<file path="src/rtl/softmax_vector_normalizer_defines.svh">
// Assertion macros shared by the softmax normalizer RTL.
// Depends on nothing; included by the top level only.
`ifndef SOFTMAX_VECTOR_NORMALIZER_DEFINES_SVH
`define SOFTMAX_VECTOR_NORMALIZER_DEFINES_SVH
// Implication checked on every rising clock edge outside reset.
`define SVN_ASSERT_IMP(label, ante, cons, msg) \
    label: assert property (@(posedge clk) disable iff (!rst_n) (ante) |-> (cons)) \
        else $error(msg);
// Next-cycle implication checked outside reset.
`define SVN_ASSERT_NEXT(label, ante, cons, msg) \
    label: assert property (@(posedge clk) disable iff (!rst_n) (ante) |=> (cons)) \
        else $error(msg);
`endif

</file>
<file path="src/rtl/smx_pkg.sv">
// Package for the softmax normalizer: widths, exp table, queue entry type.
// Depends on nothing; used by the top level, smx_front and smx_back through scoped names.
package smx_pkg;
    localparam int MaxLenDefault = 16;
    localparam int ScoreW = 16;
    localparam int ExpW = 17;
    localparam int ProbW = 16;
    localparam int IdxOutW = 4;
    localparam logic [16:0] Log2eQ16 = 17'd94548;

    typedef struct packed {
        logic [ScoreW-1:0] score;
        logic              last;
    } smx_entry_t;

    function automatic logic [16:0] pow2_neg(input logic [4:0] i);
        logic [16:0] r;
        case (i)
            5'd0: r = 17'd65536;
            5'd1: r = 17'd62757;
            5'd2: r = 17'd60097;
            5'd3: r = 17'd57549;
            5'd4: r = 17'd55109;
            5'd5: r = 17'd52773;
            5'd6: r = 17'd50535;
            5'd7: r = 17'd48393;
            5'd8: r = 17'd46341;
            5'd9: r = 17'd44376;
            5'd10: r = 17'd42495;
            5'd11: r = 17'd40693;
            5'd12: r = 17'd38968;
            5'd13: r = 17'd37316;
            5'd14: r = 17'd35734;
            5'd15: r = 17'd34219;
            5'd16: r = 17'd32768;
            default: r = 17'd0;
        endcase
        return r;
    endfunction
endpackage

</file>
<file path="src/rtl/softmax_vector_normalizer.sv">
// Softmax over a vector of Q8.8 scores; Q0.16 probabilities out in input order.
// Load: one element per cycle while loading and the output is not stalled.
// Compute: exp per element (read, subtract, multiply, accumulate), then divide per
// element (read, start, wait, emit); new scores load only after the last result.
// rst_n asynchronous, active low: clears count, max, sum, overflow flag and queue.
// Stores hold no reset; only written entries are read.
`include "softmax_vector_normalizer_defines.svh"
module softmax_vector_normalizer
#(
    parameter int MAX_LEN = smx_pkg::MaxLenDefault
)
(
    input  logic        clk,
    input  logic        rst_n,
    input  logic        s_axis_tvalid,
    output logic        s_axis_tready,
    input  logic [15:0] s_axis_tdata,   // [15:0] score
    input  logic        s_axis_tlast,   // end_of_vector
    output logic        m_axis_tvalid,
    input  logic        m_axis_tready,
    output logic [23:0] m_axis_tdata,   // [15:0] probability, [19:16] element_index, rest 0
    output logic        m_axis_tuser,   // [0] dropped
    output logic        m_axis_tlast    // final_result
);
    smx_pkg::smx_entry_t in_entry;
    smx_pkg::smx_entry_t q_entry;
    logic q_valid;
    logic q_ready;
    logic [15:0] probability;
    logic [3:0]  element_index;
    logic dropped;
    logic final_result;
    logic out_stall;

    assign in_entry = {s_axis_tdata, s_axis_tlast};

    // Front: accept transfers into a short queue.
    smx_front u_front
    (
        .clk      (clk),
        .rst_n    (rst_n),
        .in_valid (s_axis_tvalid),
        .in_ready (s_axis_tready),
        .in_entry (in_entry),
        .q_valid  (q_valid),
        .q_ready  (q_ready),
        .q_entry  (q_entry)
    );

    // Back: store, exp, sum and divide.
    smx_back #(.MAX_LEN(MAX_LEN)) u_back
    (
        .clk           (clk),
        .rst_n         (rst_n),
        .q_valid       (q_valid),
        .q_ready       (q_ready),
        .q_entry       (q_entry),
        .out_valid     (m_axis_tvalid),
        .out_ready     (m_axis_tready),
        .probability   (probability),
        .element_index (element_index),
        .dropped       (dropped),
        .final_result  (final_result)
    );

    assign m_axis_tdata = {4'd0, element_index, probability};
    assign m_axis_tuser = dropped;
    assign m_axis_tlast = final_result;
    assign out_stall    = m_axis_tvalid && !m_axis_tready;

    `SVN_ASSERT_NEXT(a_out_hold, out_stall, m_axis_tvalid, "result dropped")
    `SVN_ASSERT_NEXT(a_out_stable, out_stall, $stable(m_axis_tdata), "result changed while held")
    `SVN_ASSERT_IMP(a_no_load_while_out, q_valid && q_ready, !out_stall, "load during stall")
endmodule

</file>
<file path="src/rtl/smx_front.sv">
// Front end: input stream into a two-entry queue of (score, last) entries.
// Depends on smx_pkg.
module smx_front
(
    input  logic               clk,
    input  logic               rst_n,
    input  logic               in_valid,
    output logic               in_ready,
    input  smx_pkg::smx_entry_t in_entry,
    output logic               q_valid,
    input  logic               q_ready,
    output smx_pkg::smx_entry_t q_entry
);
    smx_pkg::smx_entry_t mem_reg [2];
    logic [1:0] cnt_reg;
    logic       wp_reg;
    logic       rp_reg;
    logic       push;
    logic       pop;

    assign in_ready = (cnt_reg != 2'd2);
    assign q_valid  = (cnt_reg != 2'd0);
    assign q_entry  = mem_reg[rp_reg];
    assign push     = in_valid && in_ready;
    assign pop      = q_valid && q_ready;

    always_ff @(posedge clk or negedge rst_n)
    begin
        if (!rst_n)
        begin
            cnt_reg <= 2'd0;
            wp_reg  <= 1'b0;
            rp_reg  <= 1'b0;
        end
        else
        begin
            if (push)
                wp_reg <= ~wp_reg;
            if (pop)
                rp_reg <= ~rp_reg;
            cnt_reg <= cnt_reg + {1'b0, push} - {1'b0, pop};
        end
    end

    always_ff @(posedge clk)
    begin
        if (push)
            mem_reg[wp_reg] <= in_entry;
    end
endmodule

</file>
<file path="src/rtl/smx_divider.sv">
// Restoring divider, one quotient bit per cycle: (num) / den, 37-bit numerator.
// Depends on nothing.
module smx_divider
(
    input  logic        clk,
    input  logic        rst_n,
    input  logic        start,
    input  logic [36:0] num,
    input  logic [31:0] den,
    output logic        done,
    output logic [36:0] quot
);
    logic [36:0] q_reg;
    logic [31:0] rem_reg;
    logic [31:0] den_reg;
    logic [5:0]  cnt_reg;
    logic        busy_reg;
    logic [33:0] trial;
    logic [32:0] shifted;

    assign shifted = {rem_reg, q_reg[36]};
    assign trial   = {1'b0, shifted} - {2'b00, den_reg};
    assign quot    = q_reg;

    always_ff @(posedge clk or negedge rst_n)
    begin
        if (!rst_n)
        begin
            busy_reg <= 1'b0;
            done     <= 1'b0;
            cnt_reg  <= '0;
        end
        else
        begin
            done <= busy_reg && !start && (cnt_reg == 6'd1);
            if (start)
            begin
                busy_reg <= 1'b1;
                cnt_reg  <= 6'd37;
            end
            else if (busy_reg)
            begin
                cnt_reg <= cnt_reg - 6'd1;
                if (cnt_reg == 6'd1)
                    busy_reg <= 1'b0;
            end
        end
    end

    always_ff @(posedge clk)
    begin
        if (start)
        begin
            q_reg   <= num;
            rem_reg <= '0;
            den_reg <= den;
        end
        else if (busy_reg)
        begin
            // Remainder stays below the divisor, so 32 bits hold it.
            if (!trial[33])
            begin
                rem_reg <= trial[31:0];
                q_reg   <= {q_reg[35:0], 1'b1};
            end
            else
            begin
                rem_reg <= shifted[31:0];
                q_reg   <= {q_reg[35:0], 1'b0};
            end
        end
    end
endmodule

</file>
<file path="src/rtl/smx_back.sv">
// Back end: store, running max, exp pass, sum, divide pass and result register.
// Depends on smx_pkg and smx_divider.
module smx_back
#(
    parameter int MAX_LEN = smx_pkg::MaxLenDefault
)
(
    input  logic                       clk,
    input  logic                       rst_n,
    input  logic                       q_valid,
    output logic                       q_ready,
    input  smx_pkg::smx_entry_t        q_entry,
    output logic                       out_valid,
    input  logic                       out_ready,
    output logic [smx_pkg::ProbW-1:0]  probability,
    output logic [smx_pkg::IdxOutW-1:0] element_index,
    output logic                       dropped,
    output logic                       final_result
);
    localparam int IW = $clog2(MAX_LEN);
    localparam int CW = $clog2(MAX_LEN + 1);
    localparam int SW = smx_pkg::ExpW + CW;
    localparam int IdxOutW = smx_pkg::IdxOutW;

    typedef enum logic [3:0]
    {
        LOAD, EXP_X, EXP_Y, EXP_Z, EXP_W, DIV_RD, DIV_GO, DIV_WAIT, EMIT
    } st_t;

    st_t st_reg;
    logic [15:0] score_mem [MAX_LEN];
    logic [16:0] exp_mem [MAX_LEN];
    logic [CW-1:0] count_reg;
    logic [IW-1:0] k_reg;
    logic signed [15:0] max_reg;
    logic [SW-1:0] sum_reg;
    logic ovf_reg;
    logic [15:0] rd_score_reg;
    logic [16:0] rd_exp_reg;
    logic [15:0] x_reg;
    logic [32:0] y_reg;
    logic div_start;
    logic div_done;
    logic [36:0] div_quot;
    logic [16:0] tab_a;
    logic [16:0] tab_b;
    logic [28:0] interp;
    logic [16:0] v_lin;
    logic [8:0] n_sh;
    logic [16:0] e_val;
    logic [17:0] e_rnd;

    assign q_ready = (st_reg == LOAD) && !(out_valid && !out_ready);

    // Exp: interpolate table, then round-shift by the integer part.
    always_comb
    begin
        tab_a  = smx_pkg::pow2_neg({1'b0, y_reg[23:20]});
        tab_b  = smx_pkg::pow2_neg({1'b0, y_reg[23:20]} + 5'd1);
        interp = (tab_a - tab_b) * {17'd0, y_reg[19:8]} + 29'd2048;
        v_lin  = tab_a - interp[28:12];
        n_sh   = y_reg[32:24];
        e_rnd  = '0;
        if (n_sh >= 9'd17)
            e_val = '0;
        else if (n_sh == 9'd0)
            e_val = v_lin;
        else
        begin
            e_rnd = ({1'b0, v_lin} + (18'd1 << (n_sh[4:0] - 5'd1))) >> n_sh[4:0];
            e_val = e_rnd[16:0];
        end
    end

    smx_divider u_div
    (
        .clk   (clk),
        .rst_n (rst_n),
        .start (div_start),
        .num   ({4'd0, rd_exp_reg, 16'd0}
                + {{(37-SW+1){1'b0}}, sum_reg[SW-1:1]}),
        .den   ({{(32-SW){1'b0}}, sum_reg}),
        .done  (div_done),
        .quot  (div_quot)
    );

    assign div_start = (st_reg == DIV_GO);

    always_ff @(posedge clk or negedge rst_n)
    begin
        if (!rst_n)
        begin
            st_reg        <= LOAD;
            count_reg     <= '0;
            k_reg         <= '0;
            max_reg       <= 16'sh8000;
            sum_reg       <= '0;
            ovf_reg       <= 1'b0;
            out_valid     <= 1'b0;
            probability   <= '0;
            element_index <= '0;
            dropped       <= 1'b0;
            final_result  <= 1'b0;
        end
        else
        begin
            if (out_valid && out_ready && st_reg != EMIT)
                out_valid <= 1'b0;
            case (st_reg)
                LOAD:
                begin
                    if (q_valid && q_ready)
                    begin
                        if (count_reg < CW'(MAX_LEN))
                        begin
                            count_reg <= count_reg + CW'(1);
                            if ($signed(q_entry.score) > max_reg)
                                max_reg <= $signed(q_entry.score);
                        end
                        else
                            ovf_reg <= 1'b1;
                        if (q_entry.last)
                        begin
                            k_reg   <= '0;
                            sum_reg <= '0;
                            if (count_reg != '0 || count_reg < CW'(MAX_LEN))
                                st_reg <= EXP_X;
                        end
                    end
                end
                // Read, subtract, multiply, then accumulate.
                EXP_X: st_reg <= EXP_Y;
                EXP_Y: st_reg <= EXP_Z;
                EXP_Z: st_reg <= EXP_W;
                EXP_W:
                begin
                    sum_reg <= sum_reg + SW'(e_val);
                    if (CW'(k_reg) + CW'(1) == count_reg)
                    begin
                        k_reg  <= '0;
                        st_reg <= DIV_RD;
                    end
                    else
                    begin
                        k_reg  <= k_reg + IW'(1);
                        st_reg <= EXP_X;
                    end
                end
                // Wait state so the stored exp for k_reg is registered before the divide starts.
                DIV_RD: st_reg <= DIV_GO;
                DIV_GO: st_reg <= DIV_WAIT;
                DIV_WAIT:
                    if (div_done)
                        st_reg <= EMIT;
                EMIT:
                begin
                    if (!out_valid || out_ready)
                    begin
                        out_valid     <= 1'b1;
                        probability   <= (div_quot > 37'd65535) ? 16'hFFFF : div_quot[15:0];
                        element_index <= IdxOutW'(k_reg);
                        dropped       <= ovf_reg;
                        final_result  <= (CW'(k_reg) + CW'(1) == count_reg);
                        if (CW'(k_reg) + CW'(1) == count_reg)
                        begin
                            st_reg    <= LOAD;
                            count_reg <= '0;
                            max_reg   <= 16'sh8000;
                            ovf_reg   <= 1'b0;
                            k_reg     <= '0;
                        end
                        else
                        begin
                            k_reg  <= k_reg + IW'(1);
                            st_reg <= DIV_RD;
                        end
                    end
                end
                default: st_reg <= LOAD;
            endcase
        end
    end

    // Datapath registers and stores.
    always_ff @(posedge clk)
    begin
        if (st_reg == LOAD && q_valid && q_ready && count_reg < CW'(MAX_LEN))
            score_mem[count_reg[IW-1:0]] <= q_entry.score;
        rd_score_reg <= score_mem[k_reg];
        rd_exp_reg   <= exp_mem[k_reg];
        x_reg        <= 16'(max_reg - $signed(rd_score_reg));
        y_reg        <= {17'd0, x_reg} * {16'd0, smx_pkg::Log2eQ16};
        if (st_reg == EXP_W)
            exp_mem[k_reg] <= e_val;
    end
endmodule

</file>
<file path="config.mk">
export PLATFORM = sky130hd
export DESIGN_NAME = softmax_vector_normalizer
export DESIGN_NICKNAME = d
export VERILOG_FILES = /design/src/rtl/smx_pkg.sv /design/src/rtl/softmax_vector_normalizer.sv /design/src/rtl/smx_front.sv /design/src/rtl/smx_divider.sv /design/src/rtl/smx_back.sv
export VERILOG_INCLUDE_DIRS = /design/src /design/src/rtl
export SDC_FILE = /design/constraint.sdc
export NUM_CORES = 2
export LEC_CHECK = 0
export ABC_AREA = 1
export BUFFER_PORTS_ARGS = -buffer_cell sky130_fd_sc_hd__buf_2
export CAP_MARGIN = 5
export CORE_AREA = 4 4 283 285
export CTS_CLUSTER_SIZE = 12
export DETAILED_ROUTE_END_ITERATION = 10
export DIE_AREA = 0 0 287 289
export HOLD_SLACK_MARGIN = 0.12
export PLACE_DENSITY = 0.92
export SLEW_MARGIN = 20
export SYNTH_ARGS = -nofsm -noshare
export SYNTH_HDL_FRONTEND = slang
export SYNTH_SLANG_ARGS = --single-unit
export TNS_END_PERCENT = 1
</file>
<file path="constraint.sdc">
create_clock -name clk -period 17.7 [get_ports clk]
set_input_delay 2.655 -clock clk [delete_from_list [all_inputs] [get_ports clk]]
set_output_delay 2.655 -clock clk [all_outputs]
set_load 0.01 [all_outputs]
</file>
* Yosys cells after proc, flatten, opt, wreduce, memory -nomap -nowiden
Memories as Yosys holds them, arrays and structs flattened. A register that Yosys moved wholly into a read port is not among the register bits.
Index checks and enable logic that the tools add are counted.
** Word-level totals
- Output and inout bits :: 28
- Bits in registers :: 225
- Input port bits :: 21
- Word-level logic and storage cells :: 159
- Memory bits (writable) :: 562
- Memories :: 5
- Bits in read-only memories :: 816
** Cells by class
- $lt $le $gt $ge :: 4
- Reduce and logical (&&, ||, !) cells :: 32
- Multipliers :: 2
- Add/sub/neg operators :: 16
- Mux-type cells :: 53
- Bitwise logic cells :: 2
- Equal/unequal tests :: 21
- Shift operators :: 2
** Memories
- (name not given) :: depth 32, bits a word 17, read ports 1, clocked after memory_dff 0, write ports 0, RTL line smx_pkg.sv:18 : case (i)
- (name not given) :: depth 16, bits a word 17, read ports 1, clocked after memory_dff 1, write ports 0, RTL line smx_pkg.sv:18
- u_back.exp_mem :: depth 16, bits a word 17, read ports 1, clocked after memory_dff 1, write ports 1, RTL line smx_back.sv:32 : logic [16:0] exp_mem [MAX_LEN];
- u_back.score_mem :: depth 16, bits a word 16, read ports 1, clocked after memory_dff 1, write ports 1, RTL line smx_back.sv:31 : logic [15:0] score_mem [MAX_LEN];
- u_front.mem_reg :: depth 2, bits a word 17, read ports 1, clocked after memory_dff 0, write ports 1, RTL line smx_front.sv:14 : smx_pkg::smx_entry_t mem_reg [2];
** Operators with widths (number)
- $mux W16 :: 6
- $mux W37 :: 2
- $mux W22 :: 2
- $pmux W22 S2 :: 1
- $gt A37 B16 Y1 const B :: 1
- $mux W4 :: 9
- $pmux W4 S9 :: 1
- $add A33 B21 Y34 :: 1
- $mux W17 :: 2
- $sub A33 B22 Y34 :: 1
- $mux W32 :: 1
- $pmux W16 S2 :: 1
- $mul A16 B15 Y31 const B :: 1
- $add A29 B12 Y29 const B :: 1
- $mul A29 B12 Y29 :: 1
- $add A22 B17 Y22 :: 1
- $mux W5 :: 4
- $add A17 B18 Y18 :: 1
- $shl A1 B5 Y18 const A :: 1
- $shr A18 B5 Y17 :: 1
- $sub A17 B17 Y18 :: 1
- $mux W1 :: 17
- $sub A17 B17 Y17 :: 1
- $eq A4 B3 Y1 const B :: 4
- other kinds (38) :: 70

* Depth between registers and ports, before layout
An unclocked memory read counts as a cell.
- Word-level depth :: 12
- Depth in mapped cells :: 94
- Depth with buffers taken out :: 92

* By module
A second synthesis with hierarchy kept.
** Unflattened totals
- Cells, all modules :: 5843
- Area, all modules :: 53393.7 um2
** Modules (own cells, without submodules)
- smx_back :: cells an instance 4711, seq. area each 19555.0 um2, instances 1, area each 44749.2 um2
- smx_divider :: cells an instance 1007, seq. area each 2912.8 um2, instances 1, area each 7119.3 um2
- smx_front :: cells an instance 120, seq. area each 1121.1 um2, instances 1, area each 1491.4 um2
- softmax_vector_normalizer :: cells an instance 5, seq. area each 0.0 um2, instances 1, area each 33.8 um2

* Least setup slack after synthesis
Ideal clock, no wire load.
- Path type :: flip-flop to flip-flop
- Start :: reg u_back.y_reg[21]
- End :: reg u_back.sum_reg[16]
- Clock period less this slack :: 12.873 ns
- Stages on the path, launching flop included :: 83
- Arrival time :: 12.750 ns
- Slack :: 4.827 ns
- Required time :: 17.577 ns
- Path buffers :: 1
- Library setup time :: 0.123 ns
- Path through :: dfxtp_1 > ha_1 > ha_1 > clkbuf_1 > a21oi_1 > o21a_1 > ha_1 > fa_1 > o21ai_2 > a21oi_1 > o21bai_1 > nand2_1 > nand2_1 > nand2_1 > nand2_1 > nand2_1 > nand2_1 > a21oi_2 > [... 47 more ...] > ha_1 > inv_1 > o21bai_1 > nand3_1 > nand2_1 > a21oi_1 > inv_1 > a21oi_1 > inv_1 > a21o_1 > nand2_1 > inv_1 > nor2_1 > o21bai_1 > nand2_1 > nand2_1 > o21ai_0 > nand2_1
** On the way
- Word-level cells in the longest chain between the ends :: 12
** RTL lines
- start, declared :: RTL line smx_back.sv:41 : logic [32:0] y_reg;
- start signal, assigned :: RTL line smx_back.sv:192 : y_reg <= {17'd0, x_reg} * {16'd0, smx_pkg::Log2eQ16};
- $add A4 B1 Y5 (*) :: RTL line smx_back.sv:59 : tab_b = smx_pkg::pow2_neg({1'b0, y_reg[23:20]} + 5'd1);
- $mem_v2 Z32 W17 (*)
- $sub A17 B17 Y18 (*) :: RTL line smx_back.sv:60 : interp = (tab_a - tab_b) * {17'd0, y_reg[19:8]} + 29'd2048;
- $mul A29 B12 Y29 (*) :: RTL line smx_back.sv:60
- $add A29 B12 Y29 (*) :: RTL line smx_back.sv:60
- $sub A17 B17 Y17 (*) :: RTL line smx_back.sv:61 : v_lin = tab_a - interp[28:12];
- $add A17 B18 Y18 :: RTL line smx_back.sv:70 : e_rnd = ({1'b0, v_lin} + (18'd1 << (n_sh[4:0] - 5'd1))) >> n_sh[4:0];
- $shr A18 B5 Y17 :: RTL line smx_back.sv:70
- $mux W17 (*) :: RTL line smx_back.sv:66 : else if (n_sh == 9'd0)
- $mux W17 (*) :: RTL line smx_back.sv:64 : if (n_sh >= 9'd17)
- named net u_back.e_val[3] :: RTL line smx_back.sv:50 : logic [16:0] e_val;
- $add A22 B17 Y22 (*) :: RTL line smx_back.sv:137 : sum_reg <= sum_reg + SW'(e_val);
- $pmux W22 S2 (*) :: RTL line smx_back.sv:109 : case (st_reg)
- end signal, assigned :: RTL line smx_back.sv:137
- end, declared :: RTL line smx_back.sv:36 : logic [SW-1:0] sum_reg;
Mark *: on every way through the listed nets, which the timed path passes. The rest lies on a longest branch.
A chain may end at the register's enable or synchronous reset.

* Worst setup path in the final report
- Start :: reg u_back.y_reg[20]
- End :: reg u_back.sum_reg[21]
Same word-level chain as after synthesis.

==> summary.md <==
| Metric | Value |
|---|---|
| Status | finished with violations |
| Failing checks | DRC |
| WP depth | just under 80 |
| DRT iter0 DRCs | 5725 |
| CP max FO | 17 |
| Vias in the first global route | between 40000 and 50000 |
| Simple-Gate Fraction of Synth Area | 0.139 |
| Setup TNS Final | 0 ns |
| Hold Path Depth | 2 |
| Cell count after synthesis | roughly 5000 |
| Post-synth top area share | 0.372 |
| Post-synth EDFFs | 621 |
| Worst Clk Skew | between 0.05 and 0.06 ns |
| Clock Pin Slew Worst Setup and Hold Paths | ~0.060 ns |
| Post-Synth XOR/XNOR Area | 0.0265 |
| Routability cong. | 0.983 |
| Area Overhead vs Synth | 8.25% |
| Residual DRC count | 1 |
| Max_cap viols | 0 |
| Routed Antenna Nets | 0 |
| Synthesized area per cell | approximately 10 sq um |
| Pre-Repair DR Iteration Count | 11 |
| Largest family of logic cells by synthesized area | adder cells |
| Async S/R FF share, synth | 0.105 |
| Clk buf depth | 3 |
| Most used cell along the critical path | nand2_1 |
| Htree depth | 3 |
| Least-Margin Pin Slew | 1.46 ns |
| Gr usage total | 0.338 |
| Largest stage delay, worst path | 0.58 ns |
| Synthesis-stage register bit count | 831 |
| Worst skew pair latency | 0.68 ns |
| Reg2Reg Setup Slack | 2.53 ns |
| CP Launch Type | flip-flop |
| Seq/Total Area, Yosys | 0.465 |
| Top_reg_cell synth | edfxtp_1 |
| Largest net degree at the start of global routing | between 200 and 300 |
| PortBufs | 44 |
| RSZ-0062 raised after global routing | false |
| DIE HEIGHT | 289 um |
| Synth Area in Adders | 0.192 |
| Starting Density | 0.647 |
| Synth Cell Area | between 0.05 and 0.06 sq mm |
| Commonest non-fill, non-tap cell in the layout | nand2_1 |
| Global-route wire length before repair | 219 mm |
| Via count | 40500 |
| Library cells used by synthesis | 71 |
| I/O Pins | between 40 and 50 |
| Crit path DAT | 15.76 ns |
| Share of cells above drive strength 1 | 0.0673 |
| Final hold violation count | 0 |
| Worst setup path end | u_back.sum_reg[21]$_DFFE_PN0P_ |
| Worst EP required | ~18 ns |
| Post-detail-place hpwl | 88.5 mm |
| Final net count | 5775 |
| Reg2reg path depth | 79 |
| Final wirelength | ~140 mm |
| Die width | 287 um |
| Fin crit period | 15.17 ns |
| Fin crit share | 0.857 |
| Max FFs per register | roughly 270 |
| Vias per Instance | 6.47 |
| Achievable frequency | approximately 66 MHz |
| Critical path class | reg -> reg |
| Synth area leaders | edfxtp_1, fa_1, ha_1 |
| Core area | approximately 0.077 sq mm |
| R2r endpoint | u_back.sum_reg[21]$_DFFE_PN0P_ |
| Mux cell area share after synthesis | 0.000600 |
| Post-synthesis compound-gate area fraction | 0.108 |
| Crit-path slowest cell | ha_1 |
| Launch point of the critical path | u_back.y_reg[20]$_DFF_P_ |
| Resize count post-CTS | 0 |
| CP Capture Type | flip-flop |
| CTS buffer count | 83 |
| Reg2reg start | u_back.y_reg[20]$_DFF_P_ |
| WL/cell | 22.6 um |
| Area leader, netlist | edfxtp_1 |
| GRT overflow | 0 |
| Root Buffer | clkbuf_16 |
| Hold WC Path Type | reg -> reg |
| CTS tree | done |
| Post-CTS Repair Setup Buffers | 0 |
| Final Max Tran Viols | 0 |
| Initial antenna violation count | 0 |
| Number of core rows | 102 |
| CP bufs+invs | 8 |
| Max-slew headroom at the worst pin | 0.0281 |
| Cell family with the largest share of critical-path delay | adder cells |
| Synthesis warning total | 0 |
| # setup viols final | 0 |
| DIE AREA | 0.0829 sq mm |
| Largest reg by FF count | u_back.exp_mem |
| Hold_buf cts | 0 |
| Most frequent cells in the layout | nand2_1, inv_1, edfxtp_1, nor2_1, o21ai_0 |
| TritonCTS Sinks | 831 |
[synth_stat cells, types with 9 or more instances]
master    number
nand2_1      795
inv_1        684
edfxtp_1     621
nor2_1       552
o21ai_0      477
ha_1         344
fa_1         266
a21oi_1      212
o22ai_1      154
clkbuf_1     149
nand3_1      137
dfxtp_1      123
dfrtp_1       86
xor2_1        85
nand4_1       66
xnor2_1       56
nor3_1        30
a31oi_1       23
inv_2         18
nor4_1        16
nand2_2       15
o21bai_1      15
o211ai_1      13
o21ai_1       13
buf_2         12
o31ai_1       11
clkinv_1      10
nand3_2       10
or2_2         10
a21o_1         9
[worst reg2reg max path: cells and delay by family (launching register included)]
family	cells	cell delay, ns
adders and majority gates	12	5.00
and+or+nand+nor	33	3.75
AOI/OAI and AO/OA	21	3.63
xor gates and xnor gates	5	1.23
buffers and inverters	8	1.10
DFF	1	0.40
[through the flow]
step	setup WS (ns)	instance area [sq um]	utilization	cells	hold WS (ns)
3_3_place_gp	3.49	51500	0.667	6099	0.450
5_1_grt	1.45	54200	0.701	6255	0.484
3_5_place_dp	3.15	51600	0.667	6099	0.461
6_report	2.53	54200	0.701	6256	0.475
2_1_floorplan	4.83	50100	-	5120	0.441
4_1_cts	2.98	54200	0.701	6255	0.476
[cell families after synthesis]
group                    after synthesis
AND/OR/NAND/NOR                     1661
AO/OA/AOI/OAI                        979
buffers and inverters                886
flip-flops                           831
adder cells (fa/ha/maj)              610
XOR/XNOR                             146
multiplexers                           3
other                                  1
[worst min-delay path by stage]
stage,slack (ns),start,to
CTS,0.48,u_back.u_div.rem_reg[13]$_SDFFE_PP0P_,u_back.u_div.rem_reg[13]$_SDFFE_PP0P_
detailed placement,0.46,u_back.u_div.rem_reg[6]$_SDFFE_PP0P_,u_back.u_div.rem_reg[6]$_SDFFE_PP0P_
global route,0.48,u_back.sum_reg[14]$_DFFE_PN0P_,u_back.u_div.den_reg[14]$_DFFE_PP_
global placement,0.45,u_back.u_div.rem_reg[31]$_SDFFE_PP0P_,u_back.u_div.rem_reg[31]$_SDFFE_PP0P_
floorplan,0.44,u_back.u_div.rem_reg[31]$_SDFFE_PP0P_,u_back.u_div.rem_reg[31]$_SDFFE_PP0P_
finish,0.47,u_back.probability[9]$_DFFE_PN0P_,u_back.probability[9]$_DFFE_PN0P_
[layout make-up]
| type | instances | area, sq um |
|---|---|---|
| multi-input combinational | 3403 | 23500 |
| timing repair buffer | 112 | 746 |
| fill | 4990 | 23100 |
| tap | 1040 | 1300 |
| sequential | 831 | 23300 |
| clock inverter | 15 | 269 |
| inverter | 713 | 2690 |
| antenna | 1 | 2.50 |
| clock buffer | 141 | 2360 |
[layer usage]
metal | part of all wire | vias up | global-route usage
li1 | - | 17200 | -
met1 | 0.35 | 19100 | 0.427
met2 | 0.47 | 3344 | 0.553
met3 | 0.12 | 828 | 0.0714
met4 | 0.065 | 0 | 0.179
met5 | 0 | - | 0
Power is left out: the tool's default activity adds up to more than one toggle a clock period on the data nets, which glitch-free logic cannot reach.
